[src/hdl/ipv4hb_pkg.sv]
// Shared widths, header field constants and word types for the IPv4 header builder.
`timescale 1ns / 1ps

package ipv4hb_pkg;

    // Field widths
    localparam int unsigned C_LEN_W   = 16;
    localparam int unsigned C_ADDR_W  = 32;
    localparam int unsigned C_PROTO_W = 8;
    localparam int unsigned C_WORD_W  = 32;

    // Header geometry
    localparam int unsigned C_HDR_WORDS = 5;
    localparam int unsigned C_IDX_W     = $clog2(C_HDR_WORDS);
    localparam logic [C_IDX_W-1:0] C_LAST_IDX = C_IDX_W'(C_HDR_WORDS - 1);

    // Fixed header fields
    localparam logic [7:0]         C_VER_IHL     = 8'h45;   // version 4, IHL 5
    localparam logic [7:0]         C_DSCP_ECN    = 8'h00;
    localparam logic [15:0]        C_IDENT       = 16'h0000;
    localparam logic [15:0]        C_FLAGS_DF    = 16'h4000; // don't fragment, offset 0
    localparam logic [7:0]         C_TTL         = 8'hFF;
    localparam logic [C_LEN_W-1:0] C_HDR_BYTES   = 16'd20;
    localparam logic [C_LEN_W-1:0] C_PAYLOAD_MAX = 16'd65515;

    typedef logic [C_LEN_W-1:0]   t_len;
    typedef logic [C_ADDR_W-1:0]  t_addr;
    typedef logic [C_PROTO_W-1:0] t_proto;
    typedef logic [C_WORD_W-1:0]  t_word;

endpackage

[src/hdl/ipv4hb_if.sv]
// Valid/ready channel interfaces for send requests and header words.
`timescale 1ns / 1ps

interface ipv4hb_req_if;
    import ipv4hb_pkg::*;

    logic   valid;
    logic   ready;
    t_len   payload_length;
    t_addr  dest_address;
    t_proto protocol_number;

    modport source (output valid, output payload_length, output dest_address,
                    output protocol_number, input ready);
    modport sink   (input valid, input payload_length, input dest_address,
                    input protocol_number, output ready);
endinterface

interface ipv4hb_hdr_if;
    import ipv4hb_pkg::*;

    logic  valid;
    logic  ready;
    t_word header_word;
    logic  last_word;

    modport source (output valid, output header_word, output last_word, input ready);
    modport sink   (input valid, input header_word, input last_word, output ready);
endinterface

[src/hdl/ipv4_header_builder_core.sv]
// IPv4 header builder: request register, checksum logic and a five-word output shifter.
//
//  channel   | dir | payload                                         | handshake
//  ----------+-----+-------------------------------------------------+-------------
//  i_req     | in  | payload_length, dest_address, protocol_number   | valid/ready
//  o_hdr     | out | header_word, last_word                          | valid/ready
//  i_cfg_wr  | in  | i_cfg_wr_data (source address)                  | i_cfg_wr_en
//
//  One request yields five words, one per cycle while o_hdr.ready is high; the
//  five-word output register takes the next request only when empty or as its last word leaves.
//  The first word appears once the request has passed the input register and loaded the output shifter.
//  One request waits in the input register while the previous header drains.
//  Synchronous active-low reset empties both stages and clears the source address.
//  A stall on o_hdr holds the current word; the input side stalls once both stages are full.
`timescale 1ns / 1ps

module ipv4_header_builder_core (
    input  logic                                i_clk,
    input  logic                                i_rst_n,
    input  logic                                i_cfg_wr_en,
    input  logic [ipv4hb_pkg::C_ADDR_W-1:0]     i_cfg_wr_data,
    ipv4hb_req_if.sink                          i_req,
    ipv4hb_hdr_if.source                        o_hdr
);
    import ipv4hb_pkg::*;

    localparam int unsigned C_SUM_W = C_LEN_W + 4;  // nine halfwords need four carry bits

    // Source address register
    t_addr r_src;

    // Request register
    logic   r_req_valid;
    t_len   r_plen;
    t_addr  r_dst;
    t_proto r_proto;

    // Output shifter
    logic               r_out_valid;
    logic [C_IDX_W-1:0] r_word_idx;
    t_word              r_words [C_HDR_WORDS];

    // Handshake terms
    logic req_acc;
    logic out_acc;
    logic out_last;
    logic load;

    // Header assembly
    t_len               plen_sat;
    t_len               hdr_total;
    logic [C_SUM_W-1:0] sum;
    logic [C_LEN_W:0]   fold1;
    t_len               fold2;
    t_len               csum;
    t_word              n_words [C_HDR_WORDS];

    assign out_last = (r_word_idx == C_LAST_IDX);
    assign out_acc  = r_out_valid && o_hdr.ready;
    // Move the request on when the shifter is empty or its last word leaves now
    assign load     = r_req_valid && (!r_out_valid || (out_acc && out_last));
    assign i_req.ready = !r_req_valid || load;
    assign req_acc  = i_req.valid && i_req.ready;

    // Saturate length, sum halfwords, fold carries and invert
    always_comb begin
        plen_sat  = (r_plen > C_PAYLOAD_MAX) ? C_PAYLOAD_MAX : r_plen;
        hdr_total = plen_sat + C_HDR_BYTES;
        sum = C_SUM_W'({C_VER_IHL, C_DSCP_ECN})
            + C_SUM_W'(hdr_total)
            + C_SUM_W'(C_IDENT)
            + C_SUM_W'(C_FLAGS_DF)
            + C_SUM_W'({C_TTL, r_proto})
            + C_SUM_W'(r_src[31:16])
            + C_SUM_W'(r_src[15:0])
            + C_SUM_W'(r_dst[31:16])
            + C_SUM_W'(r_dst[15:0]);
        fold1 = (C_LEN_W + 1)'(sum[C_LEN_W-1:0]) + (C_LEN_W + 1)'(sum[C_SUM_W-1:C_LEN_W]);
        fold2 = fold1[C_LEN_W-1:0] + C_LEN_W'(fold1[C_LEN_W]);
        csum  = ~fold2;

        n_words[0] = {C_VER_IHL, C_DSCP_ECN, hdr_total};
        n_words[1] = {C_IDENT, C_FLAGS_DF};
        n_words[2] = {C_TTL, r_proto, csum};
        n_words[3] = r_src;
        n_words[4] = r_dst;
    end

    // Control state and configuration
    always_ff @(posedge i_clk) begin
        if (!i_rst_n) begin
            r_src       <= '0;
            r_req_valid <= 1'b0;
            r_out_valid <= 1'b0;
            r_word_idx  <= '0;
        end else begin
            if (i_cfg_wr_en) begin
                r_src <= i_cfg_wr_data;
            end
            if (req_acc) begin
                r_req_valid <= 1'b1;
            end else if (load) begin
                r_req_valid <= 1'b0;
            end
            if (load) begin
                r_out_valid <= 1'b1;
                r_word_idx  <= '0;
            end else if (out_acc) begin
                if (out_last) begin
                    r_out_valid <= 1'b0;
                end else begin
                    r_word_idx <= r_word_idx + 1'b1;
                end
            end
        end
    end

    // Capture request payload
    always_ff @(posedge i_clk) begin
        if (req_acc) begin
            r_plen  <= i_req.payload_length;
            r_dst   <= i_req.dest_address;
            r_proto <= i_req.protocol_number;
        end
    end

    // Load a fresh header or advance to the next word
    always_ff @(posedge i_clk) begin
        if (load) begin
            r_words <= n_words;
        end else if (out_acc && !out_last) begin
            for (int k = 0; k < C_HDR_WORDS - 1; k++) begin
                r_words[k] <= r_words[k + 1];
            end
        end
    end

    assign o_hdr.valid       = r_out_valid;
    assign o_hdr.header_word = r_words[0];
    assign o_hdr.last_word   = out_last;

endmodule

[src/flat_wrapper.sv]
// flat-port wrapper written by rule: the top's interface ports become plain ports
module ipv4_header_builder_core_flat import ipv4hb_pkg::*;
  (i_clk, i_rst_n, i_cfg_wr_en, i_cfg_wr_data, i_req_valid, i_req_payload_length, i_req_dest_address, i_req_protocol_number, i_req_ready, o_hdr_valid, o_hdr_header_word, o_hdr_last_word, o_hdr_ready);
  ipv4hb_req_if i_req_i ();
  ipv4hb_hdr_if o_hdr_i ();
  input  logic i_clk;
  input  logic i_rst_n;
  input  logic i_cfg_wr_en;
  input  logic [ipv4hb_pkg::C_ADDR_W-1:0] i_cfg_wr_data;
  input wire logic [$bits(i_req_i.valid)-1:0] i_req_valid;
  input wire logic [$bits(i_req_i.payload_length)-1:0] i_req_payload_length;
  input wire logic [$bits(i_req_i.dest_address)-1:0] i_req_dest_address;
  input wire logic [$bits(i_req_i.protocol_number)-1:0] i_req_protocol_number;
  output wire logic [$bits(i_req_i.ready)-1:0] i_req_ready;
  output wire logic [$bits(o_hdr_i.valid)-1:0] o_hdr_valid;
  output wire logic [$bits(o_hdr_i.header_word)-1:0] o_hdr_header_word;
  output wire logic [$bits(o_hdr_i.last_word)-1:0] o_hdr_last_word;
  input wire logic [$bits(o_hdr_i.ready)-1:0] o_hdr_ready;
  assign i_req_i.valid = i_req_valid;
  assign i_req_i.payload_length = i_req_payload_length;
  assign i_req_i.dest_address = i_req_dest_address;
  assign i_req_i.protocol_number = i_req_protocol_number;
  assign i_req_ready = i_req_i.ready;
  assign o_hdr_valid = o_hdr_i.valid;
  assign o_hdr_header_word = o_hdr_i.header_word;
  assign o_hdr_last_word = o_hdr_i.last_word;
  assign o_hdr_i.ready = o_hdr_ready;
  ipv4_header_builder_core u_core (.i_clk(i_clk), .i_rst_n(i_rst_n), .i_cfg_wr_en(i_cfg_wr_en), .i_cfg_wr_data(i_cfg_wr_data), .i_req(i_req_i), .o_hdr(o_hdr_i));
endmodule
[config.mk]
export PLATFORM = sky130hd
export DESIGN_NAME = ipv4_header_builder_core_flat
export DESIGN_NICKNAME = d
export VERILOG_FILES = /design/src/hdl/ipv4hb_pkg.sv /design/src/hdl/ipv4hb_if.sv /design/src/hdl/ipv4_header_builder_core.sv /design/src/flat_wrapper.sv
export SDC_FILE = /design/constraint.sdc
export NUM_CORES = 1
export LEC_CHECK = 0
export BUFFER_PORTS_ARGS = -buffer_cell sky130_fd_sc_hd__buf_2
export CAP_MARGIN = 20
export CORE_MARGIN = 1.5
export CORE_UTILIZATION = 35
export CTS_CLUSTER_DIAMETER = 100
export CTS_CLUSTER_SIZE = 25
export DETAILED_ROUTE_END_ITERATION = 7
export PLACE_DENSITY = 0.54
export SYNTH_ARGS = -nofsm -noshare
export SYNTH_HDL_FRONTEND = slang
export SYNTH_SLANG_ARGS = --single-unit
[constraint.sdc]
create_clock -name i_clk -period 10.1 [get_ports i_clk]
set_input_delay 0 -clock i_clk [delete_from_list [all_inputs] [get_ports i_clk]]
set_output_delay 0 -clock i_clk [all_outputs]
set_load 0.02 [all_outputs]
# Word level (Yosys, flattened, before mapping)
# Cells that the tools add are included.
# Widths: inputs -> output; s select.
[word_totals]
romBits = 0
reg_bits = 253
latch_bits = 0
out_inout_bits = 35
in_bits = 93
memories = 0
elab_cells = 55
ram_bits = 0
[op_classes]
order_cmp = 1
n_eq_ne = 1
addsub = 11
n_mul = 0
div = 0
n_shift = 0
n_reduce_logical = 17
bitwise_logic = 3
mux = 8
[ops]
columns = ["cell", "count"]
rows = [
  ["$mux 112", 2],
  ["$add 20x16->20", 5],
  ["$add 20x15->20 const B", 1],
  ["$add 15x16->17 const A", 1],
  ["$add 16x4->17", 1],
  ["$add 16x1->16", 1],
  ["$add 16x5->16 const B", 1],
  ["$gt 16x16->1 const B", 1],
  ["$mux 16", 1],
  ["$not 16->16", 1],
  ["$reduce_bool 2->1", 4],
  ["$logic_and 1x1->1", 5],
  ["$mux 1", 5],
  ["$reduce_and 2->1", 2],
  ["$add 3x1->3 const B", 1],
  ["$eq 3x3->1 const B", 1],
  ["$logic_not 1->1", 3],
  ["$logic_or 1x1->1", 2],
  ["$not 1->1", 2],
  ["$reduce_or 2->1", 1],
]

# Logic depth before layout (Yosys ltp)
# Gate-level depths: netlist of run 1.
[logic_depth]
ltp_word = 14
depth_mapped = 44
ltp_nobuf = 43

# Worst setup path before layout of run 1
# Ideal clock, no wire load.
[synth_timing]
path_kind = "flip-flop to flip-flop"
from = "register u_core.r_plen[10]"
to = "register u_core.r_words[79] in the netlist's numbering (data pin)"
required_ns = 9.841
setup_slack_ns = 1.282
period_less_slack_ns = 8.818
n_path_buf = 1
stages_incl_launch_ff = 44
setup_time_ns = 0.259
arrival_ns = 8.559
path_cell_list = "edfxtp_1 clkbuf_1 and4_1 and3_1 nand2_1 o21ai_0 inv_1 ha_1 o21ai_0 xnor2_1 ha_1 inv_1 o211ai_1 o21ai_0 o21ai_0 xor2_1 ha_1 fa_1 [8 not listed] a21oi_1 xnor2_1 inv_1 fa_1 nor2b_1 o21a_1 o21ai_0 nor2_1 nand3_2 nor3_1 and3_1 ha_1 nand3_1 nand3b_1 nor4_4 nand3_2 nor4b_4 a211o_1"
[synth_between]
elab_chain_len = 14
[synth_rtl]
columns = ["item", "line_no", "source"]
rows = [
  ["start: declaration", "ipv4_header_builder_core.sv:34", "t_len r_plen;"],
  ["start signal: assignment", "ipv4_header_builder_core.sv:121", "r_plen <= i_req.payload_length;"],
  ["$gt 16x16->1", "ipv4_header_builder_core.sv:67", "plen_sat = (r_plen > C_PAYLOAD_MAX) ? C_PAYLOAD_MAX : r_plen;"],
  ["$mux 16 (*)", "ipv4_header_builder_core.sv:67", ""],
  ["$add 16x5->16 (*)", "ipv4_header_builder_core.sv:68", "hdr_total = plen_sat + C_HDR_BYTES;"],
  ["$add 15x16->17 (*)", "ipv4_header_builder_core.sv:70", "+ C_SUM_W'(hdr_total)"],
  ["$add 20x15->20 (*)", "ipv4_header_builder_core.sv:72", "+ C_SUM_W'(C_FLAGS_DF)"],
  ["$add 20x16->20 (*)", "ipv4_header_builder_core.sv:73", "+ C_SUM_W'({C_TTL, r_proto})"],
  ["$add 20x16->20 (*)", "ipv4_header_builder_core.sv:74", "+ C_SUM_W'(r_src[31:16])"],
  ["$add 20x16->20 (*)", "ipv4_header_builder_core.sv:75", "+ C_SUM_W'(r_src[15:0])"],
  ["$add 20x16->20 (*)", "ipv4_header_builder_core.sv:76", "+ C_SUM_W'(r_dst[31:16])"],
  ["$add 20x16->20 (*)", "ipv4_header_builder_core.sv:77", "+ C_SUM_W'(r_dst[15:0]);"],
  ["$add 16x4->17 (*)", "ipv4_header_builder_core.sv:78", "fold1 = (C_LEN_W + 1)'(sum[C_LEN_W-1:0]) + (C_LEN_W + 1)'(sum[C_SUM_W-1:C_LEN_W]);"],
  ["$add 16x1->16 (*)", "ipv4_header_builder_core.sv:79", "fold2 = fold1[C_LEN_W-1:0] + C_LEN_W'(fold1[C_LEN_W]);"],
  ["$not 16->16 (*)", "ipv4_header_builder_core.sv:80", "csum = ~fold2;"],
  ["$mux 112 (*)", "ipv4_header_builder_core.sv:129", "if (load) begin"],
  ["end signal: assignment", "ipv4_header_builder_core.sv:130", "r_words <= n_words;"],
  ["end signal: indexed assignment", "ipv4_header_builder_core.sv:133", "r_words[k] <= r_words[k + 1];"],
  ["end: declaration", "ipv4_header_builder_core.sv:41", "t_word r_words [C_HDR_WORDS];"],
]
# Mark *: on every way between the ends. The rest lies on a longest branch, timed or not.
# A chain may end at the register's enable or synchronous reset.

# Worst setup path in the final report of run 1
[layout_timing]
from = "register u_core.r_plen[12]"
to = "register u_core.r_words[79] in the netlist's numbering (data pin)"
# The elaborated chain is that of the path after synthesis.

==> results of run 1 <==
[per-layer routing]
layer  share of wire, %  wire [um]
met4                1.4        444
met3                4.4       1400
met2                 44      14000
met1                 50      15900
met5                  0          0
[power by group]
group	leakage, nW	internal [mW]	switching, mW
logic	3.53	0.757	1.18
clock network	0.207	0.282	0.345
registers	2.31	1.21	0.0491
[timing repair]
action / in CTS / in global routing
hold endpoints to repair: 89 / 0
hold buffers: 89 / 0
resized for setup: 0 / 12
endpoints found under the setup margin: 0 / 14
setup buffers: 0 / 11
[cell families after synthesis]
group	synth area share, %
mux	2.59
xor+xnor	3.64
compound gates	11.6
fa+ha+maj	12.6
simple gates	11.0
flops	52.2
buf+inv	6.45
[through the flow]
step	std cells	total power, mW	instance area [sq um]
floorplan	1132	2.70	12800
global placement	1647	3.16	13600
detailed placement	1647	3.16	13600
CTS	1760	3.83	14900
global route	1771	4.09	15100
finish	1771	3.82	15100
[path summary, 6_finish.rpt]
path,start,end,cells past startpoint
max,u_core.r_plen[12],u_core.r_words[79],42
min reg2reg,u_core.r_words[70],u_core.r_words[102],2
min,o_hdr_ready,u_core.r_req_valid,4
max reg2reg,u_core.r_plen[12],u_core.r_words[79],42
[flip-flops by register name, indices dropped and copies added (netlist names)]
name                      flops
u_core.o_hdr.header_word     32
u_core.o_hdr.valid            1
u_core.r_dst                 32
u_core.r_plen                16
u_core.r_proto                8
u_core.r_req_valid            1
u_core.r_src                 32
u_core.r_word_idx             3
u_core.r_words              128
[layout make-up]
cell class                      count  area (sq um)
Sequential cell                   253          6670
Inverter                          101           380
Fill cell                        3502         20700
Multi-Input combinational cell    698          5350
Timing Repair Buffer              234          1660
Clock buffer                       21           398
Clock inverter                      3          30.0
Tap cell                          461           577
[worst min-delay path, cell delays in order]
cell	delay, ns
buf_2	0.10
a21boi_0	0.21
nand2_1	0.11
a21boi_0	0.07
[cells in the mapped netlist (all sizes together) (2+ instances only)]
| master | instances | area [sq um] |
|---|---|---|
| xor2 | 20 | 175 |
| a2111o | 2 | 22.5 |
| inv | 101 | 379 |
| clkbuf | 40 | 160 |
| buf | 39 | 273 |
| a31oi | 4 | 25.0 |
| xnor2 | 31 | 290 |
| nor3b | 2 | 20.0 |
| nor4 | 3 | 46.3 |
| nor3 | 4 | 25.0 |
| nor2b | 38 | 238 |
| a21oi | 36 | 191 |
| nand2 | 153 | 574 |
| o21a | 7 | 52.6 |
| a21boi | 3 | 22.5 |
| nor4b | 2 | 38.8 |
| o21ai | 108 | 541 |
| fa | 57 | 1140 |
| a22o | 31 | 272 |
| a21o | 4 | 32.5 |
| nor2 | 43 | 161 |
| a211oi | 7 | 72.6 |
| and3 | 7 | 43.8 |
| or2 | 4 | 25.0 |
| a211o | 4 | 35.0 |
| o31ai | 3 | 22.5 |
| nand3 | 13 | 75.1 |
| dfxtp | 93 | 1860 |
| or3 | 4 | 31.3 |
| ha | 37 | 463 |
| o21bai | 3 | 22.5 |
| mux2i | 33 | 330 |
| o211ai | 7 | 52.6 |
| nand4 | 5 | 37.5 |
| and4 | 4 | 37.5 |
| o22ai | 2 | 12.5 |
| edfxtp | 160 | 4800 |
| nand2b | 3 | 18.8 |
==> results.json, run 1 <==
{
  "postSynth.asyncResetShare_pct": 0,
  "layout_min_cycle_time_ns": 9.33,
  "timing.max_slew.rel_slack_pct": 28.5,
  "timing.final.max_slew_violations": 0,
  "ctsHtreeMaxLevel": 1,
  "initialDrtViolationCount": 608,
  "drtAntennaViolNets": 0,
  "clk_pin_slew_ns": 0.10,
  "vdd.ir_drop.worst_mv": 0.158,
  "synth_enable_flop_cells": 160,
  "grt_pass1_vias": 8484,
  "violations_in_the_final_reports": "DRC",
  "critical_path_arrival_ns": 9.60,
  "setup_tns_ns": 0,
  "final_hold_viol_count": 0,
  "synth.yosys.seq_area_share_pct": 52.2,
  "max_slew.worst_pin.slew_ns": 1.07,
  "drive_above_1_share_pct": 16.0,
  "worst_path_largest_cell_delay_ns": 0.55,
  "clockBufferDepth": 3,
  "dieArea_sq_um": 37700,
  "drt_pre_antenna_iters": 7,
  "fp.coreArea_sq_um": 35700,
  "grt_antenna_before_repair": 0,
  "n_antenna_cell": 0,
  "pin_count_of_the_biggest_net_entering_global_routing": 83,
  "routed_wirelength_mm": 31.7,
  "pwr_density_cell_nw_per_um2": 254,
  "ios": 128,
  "dieWidth_um": 194,
  "first_pass_grt_wire_length_mm": 49.6,
  "critPathMaxFanout": 6,
  "cts_tree": "yes",
  "synth-seq-cells": 253,
  "critPathLaunchType": "flip-flop",
  "worst_hold_path_type": "in2reg",
  "clock_sink_count": 253,
  "via_count": 8469,
  "floorplan.initialDensity_pct": 35.7,
  "setup.worst_path.end_class": "flip-flop",
  "synthFlopType": "edfxtp_1",
  "dp_hpwl_mm": 22.9,
  "vias_per_cell": 4.78,
  "ctsRootBufferMaster": "clkbuf_16",
  "top_usage_layer": "met2",
  "final_min_period_over_clock_period_pct": 92.4,
  "die_height_um": 194,
  "fin_worst_hold_slack_ns": 0.0398,
  "worst-r2r-setup-slack_ns": 0.77,
  "timing.fmax_mhz": 107,
  "met1_usage_pct": 25.2,
  "post-route-worst-setup-slack_ns": 0.770,
  "met2_usage_in_global_routing_pct": 26.2,
  "synthesis.instances": 1132,
  "setup.worst_path.class": "reg2reg",
  "floorplan.rows": 69,
  "critical_path.n_buffers_inverters": 3,
  "critPathTopFamily": "adder cells",
  "static-leakage-power_nw": 6.05,
  "cts_made_buffers": 14,
  "max_cap_viol_count": 0,
  "final.setup_skew_ns": 0.0260,
  "syn2layout_area_growth_pct": 17.9,
  "run_status": "finished with violations",
  "portBuffers": 127,
  "clk_latency_ns": 0.51,
  "setup_violations": 0,
  "layout_common_cells": "edfxtp_1 (160), nand2_1 (152), buf_2 (127), o21ai_0 (104), inv_1 (99)",
  "data_required_time_of_the_worst_path_ns": 10.37,
  "final_common_cell": "edfxtp_1",
  "gr-usage-met3_pct": 2.40,
  "remaining_drc_errors": 7,
  "synth.avg_cell_area_sq_um": 11.3,
  "grt-ovfl-total": 0,
  "globalplace.congestion": 0.853,
  "final_core_utilization_pct": 42.1,
  "syn_area_sq_um": 12800,
  "critPathSlowestCell": "fa_1",
  "synth_cell_type_count": 71,
  "dp_slack_ns": 0.125,
  "yosys_warnings": 0,
  "mappedNetlistNets": 1319,
  "grt_util_all_layers_pct": 16.9,
  "final_nets": 1489,
  "drt-wirelength-per-cell_um": 17.9
}
Power figures use the tool's default switching activity.
==> run 2: changes to the inputs <==
--- a/config.mk
+++ b/config.mk
@@ -5,13 +5,14 @@
 export SDC_FILE = /design/constraint.sdc
 export NUM_CORES = 1
 export LEC_CHECK = 0
-export BUFFER_PORTS_ARGS = -buffer_cell sky130_fd_sc_hd__buf_2
+export BUFFER_PORTS_ARGS = -buffer_cell sky130_fd_sc_hd__buf_4
 export CAP_MARGIN = 20
 export CORE_MARGIN = 1.5
 export CORE_UTILIZATION = 35
 export CTS_CLUSTER_DIAMETER = 100
 export CTS_CLUSTER_SIZE = 25
 export DETAILED_ROUTE_END_ITERATION = 7
+export MAX_ROUTING_LAYER = met4
 export PLACE_DENSITY = 0.54
 export SYNTH_ARGS = -nofsm -noshare
 export SYNTH_HDL_FRONTEND = slang
==> constraint.sdc (replaced) <==
create_clock -name i_clk -period 10.1 [get_ports i_clk]
set_input_delay 0 -clock i_clk [delete_from_list [all_inputs] [get_ports i_clk]]
set_output_delay 0 -clock i_clk [all_outputs]
set_load 0.05 [all_outputs]
==> run 2 against run 1 <==
Against the previous run:
- the flow still finishes with violations (DRC)
- sequential power hardly changed
- critical path type unchanged
- largest power group unchanged
- maximum frequency is 0.25% higher
- non-clock buffer count is 32 higher
- critical endpoint unchanged
- combinational power is 2% higher
- sequential share of layout area is 1.8 points lower
- register-to-register slack better by 0.02 ns
==> results.json, run 2 (synthesized netlist as in run 1, its figures left out) <==
{
  "run_status": "finished with violations",
  "violations_in_the_final_reports": "DRC",
  "drt_pre_antenna_iters": 7,
  "crit_start": "u_core.r_plen[12]",
  "pwr_density_cell_nw_per_um2": 247,
  "dp_cells": 1646,
  "timing.max_slew.rel_slack_pct": 28.2,
  "grt_antenna_before_repair": 1,
  "drtAntennaViolNets": 0,
  "largest_register_ff_count": 128,
  "crit-reg2reg-launch": "u_core.r_plen[12]",
  "floorplan.initialDensity_pct": 35.7,
  "final_min_period_over_clock_period_pct": 92.2,
  "data_required_time_of_the_worst_path_ns": 10.35,
  "clock_sink_count": 253,
  "final_nets": 1521,
  "final.setup_skew_ns": 0.0313,
  "timing.final.max_slew_violations": 0,
  "setup.worst_path.class": "reg2reg",
  "end_point_of_the_most_critical_hold_path": "u_core.o_hdr.valid",
  "first_pass_grt_wire_length_mm": 49.4,
  "via_count": 8625,
  "end_of_the_worst_register_to_register_path": "u_core.r_words[79]",
  "reg2regPathDepth": 42,
  "critical_path_arrival_ns": 9.56,
  "critPathTopFamily": "adder cells",
  "setup_violations": 0,
  "postLayoutCellArea_sq_um": 15700,
  "clk_pin_slew_ns": 0.10,
  "grt-ovfl-total": 0,
  "ios": 128,
  "static-leakage-power_nw": 6.34,
  "remaining_drc_errors": 7,
  "initialDrtViolationCount": 465,
  "layout_min_cycle_time_ns": 9.31,
  "clk_latency_ns": 0.51,
  "vdd.ir_drop.worst_mv": 0.145,
  "portBuffers": 127,
  "fp.coreArea_sq_um": 35700,
  "routed_wirelength_mm": 31.9,
  "n_antenna_cell": 0,
  "layout_common_cells": "edfxtp_1 (160), nand2_1 (152), buf_4 (143), dlygate4sd3_1 (123), o21ai_0 (104)",
  "drt-wirelength-per-cell_um": 17.7,
  "floorplan.rows": 69,
  "worst_hold_path_type": "in2reg",
  "vias_per_cell": 4.78,
  "grt_util_all_layers_pct": 17.4,
  "cts_made_buffers": 14,
  "critPathSlowestCell": "fa_1",
  "die_height_um": 194,
  "drive_above_1_share_pct": 15.4,
  "largest-register": "u_core.r_words",
  "setup.worst_path.end_class": "flip-flop",
  "timing.fmax_mhz": 107,
  "critPathMaxFanout": 6,
  "max_cap_viol_count": 0,
  "cts_tree": "yes",
  "setup_tns_ns": 0,
  "min_from": "o_hdr_ready",
  "syn2layout_area_growth_pct": 22.9,
  "critPathLaunchType": "flip-flop",
  "ctsHtreeMaxLevel": 1,
  "final_common_cell": "edfxtp_1",
  "clockBufferDepth": 3,
  "stdcell_count": 1803,
  "fin_worst_hold_slack_ns": 0.0553,
  "rsz_0062_raised_after_global_routing": "no",
  "globalplace.congestion": 0.860,
  "pin_count_of_the_biggest_net_entering_global_routing": 81,
  "final_hold_viol_count": 0,
  "grt_pass1_vias": 8532,
  "max_slew.worst_pin.slew_ns": 1.08,
  "worst-r2r-setup-slack_ns": 0.79,
  "dp_hpwl_mm": 22.6,
  "dieArea_sq_um": 37700,
  "dieWidth_um": 194,
  "ctsRootBufferMaster": "clkbuf_16",
  "postPlaceCellArea_sq_um": 13900,
  "worst_hold_path.num_cells": 3,
  "worst_path_largest_cell_delay_ns": 0.54,
  "critical_path.n_buffers_inverters": 3
}
run 2: cell count changes in the layout (fill, tap and decap cells not counted), sizes merged:
cell,previous run,this run
inv,101,102
clkbuf,21,22
buf,145,143
dlygate4sd3,89,123
clkinv,3,1
run 2: final cells by class:
type | count | area [sq um]
flip-flops and latches | 253 | 6670
repair buffers | 266 | 2300
multi-input cells | 698 | 5350
clock buffers | 22 | 412
fillers | 3427 | 20000
clock inverters | 2 | 20.0
well taps | 461 | 577
inverters | 101 | 380
run 2: where the power goes:
group	internal, mW	total (mW)	switching, mW
registers	1.21	1.26	0.0502
clock network	0.289	0.637	0.348
logic	0.780	1.98	1.20
total	2.28	3.87	1.59
run 2: per-layer routing:
layer | global-route usage (%) | wire, um | vias up
met1 | 25.1 | 15700 | 4192
met5 | - | 0 | -
li1 | - | - | 4247
met2 | 26.4 | 14400 | 158
met3 | 2.02 | 1260 | 28
met4 | 3.33 | 552 | 0
run 2: how the worst max path moves through the flow:
stage | cells after the start | slack (ns) | to
6_report | 42 | 0.79 | u_core.r_words[79]
5_1_grt | 42 | 0.06 | u_core.r_words[79]
4_1_cts | 42 | 0.13 | u_core.r_words[79]
3_5_place_dp | 42 | 0.19 | u_core.r_words[79]
3_3_place_gp | 42 | 0.51 | u_core.r_words[79]
2_1_floorplan | 43 | 1.28 | u_core.r_words[79]
run 2: stage by stage:
step                      util (%)  worst slack (ns)  total power [mW]
after CTS                     43.6             0.126              3.89
final                         43.9             0.792              3.87
after global routing          43.9            0.0553              4.15
after detailed placement      39.0             0.194              3.20
after floorplan                  -              1.28              2.73
after global placement        39.0             0.510              3.21
run 2: worst register-to-register path: cells and delay by family, from the launching register on:
kind	cells	cell delay, ns
fa+ha+maj	8	2.88
buf+inv	3	0.20
xor+xnor	3	0.65
simple gates	16	2.80
flops	1	0.46
compound gates	12	2.03
run 2: what timing repair did:
item / CTS / global route
hold buffers: 123 / 0
buffers inserted: 0 / 10
resized for setup: 0 / 10
setup endpoints to repair: 0 / 12
endpoints found under the hold margin: 93 / 0
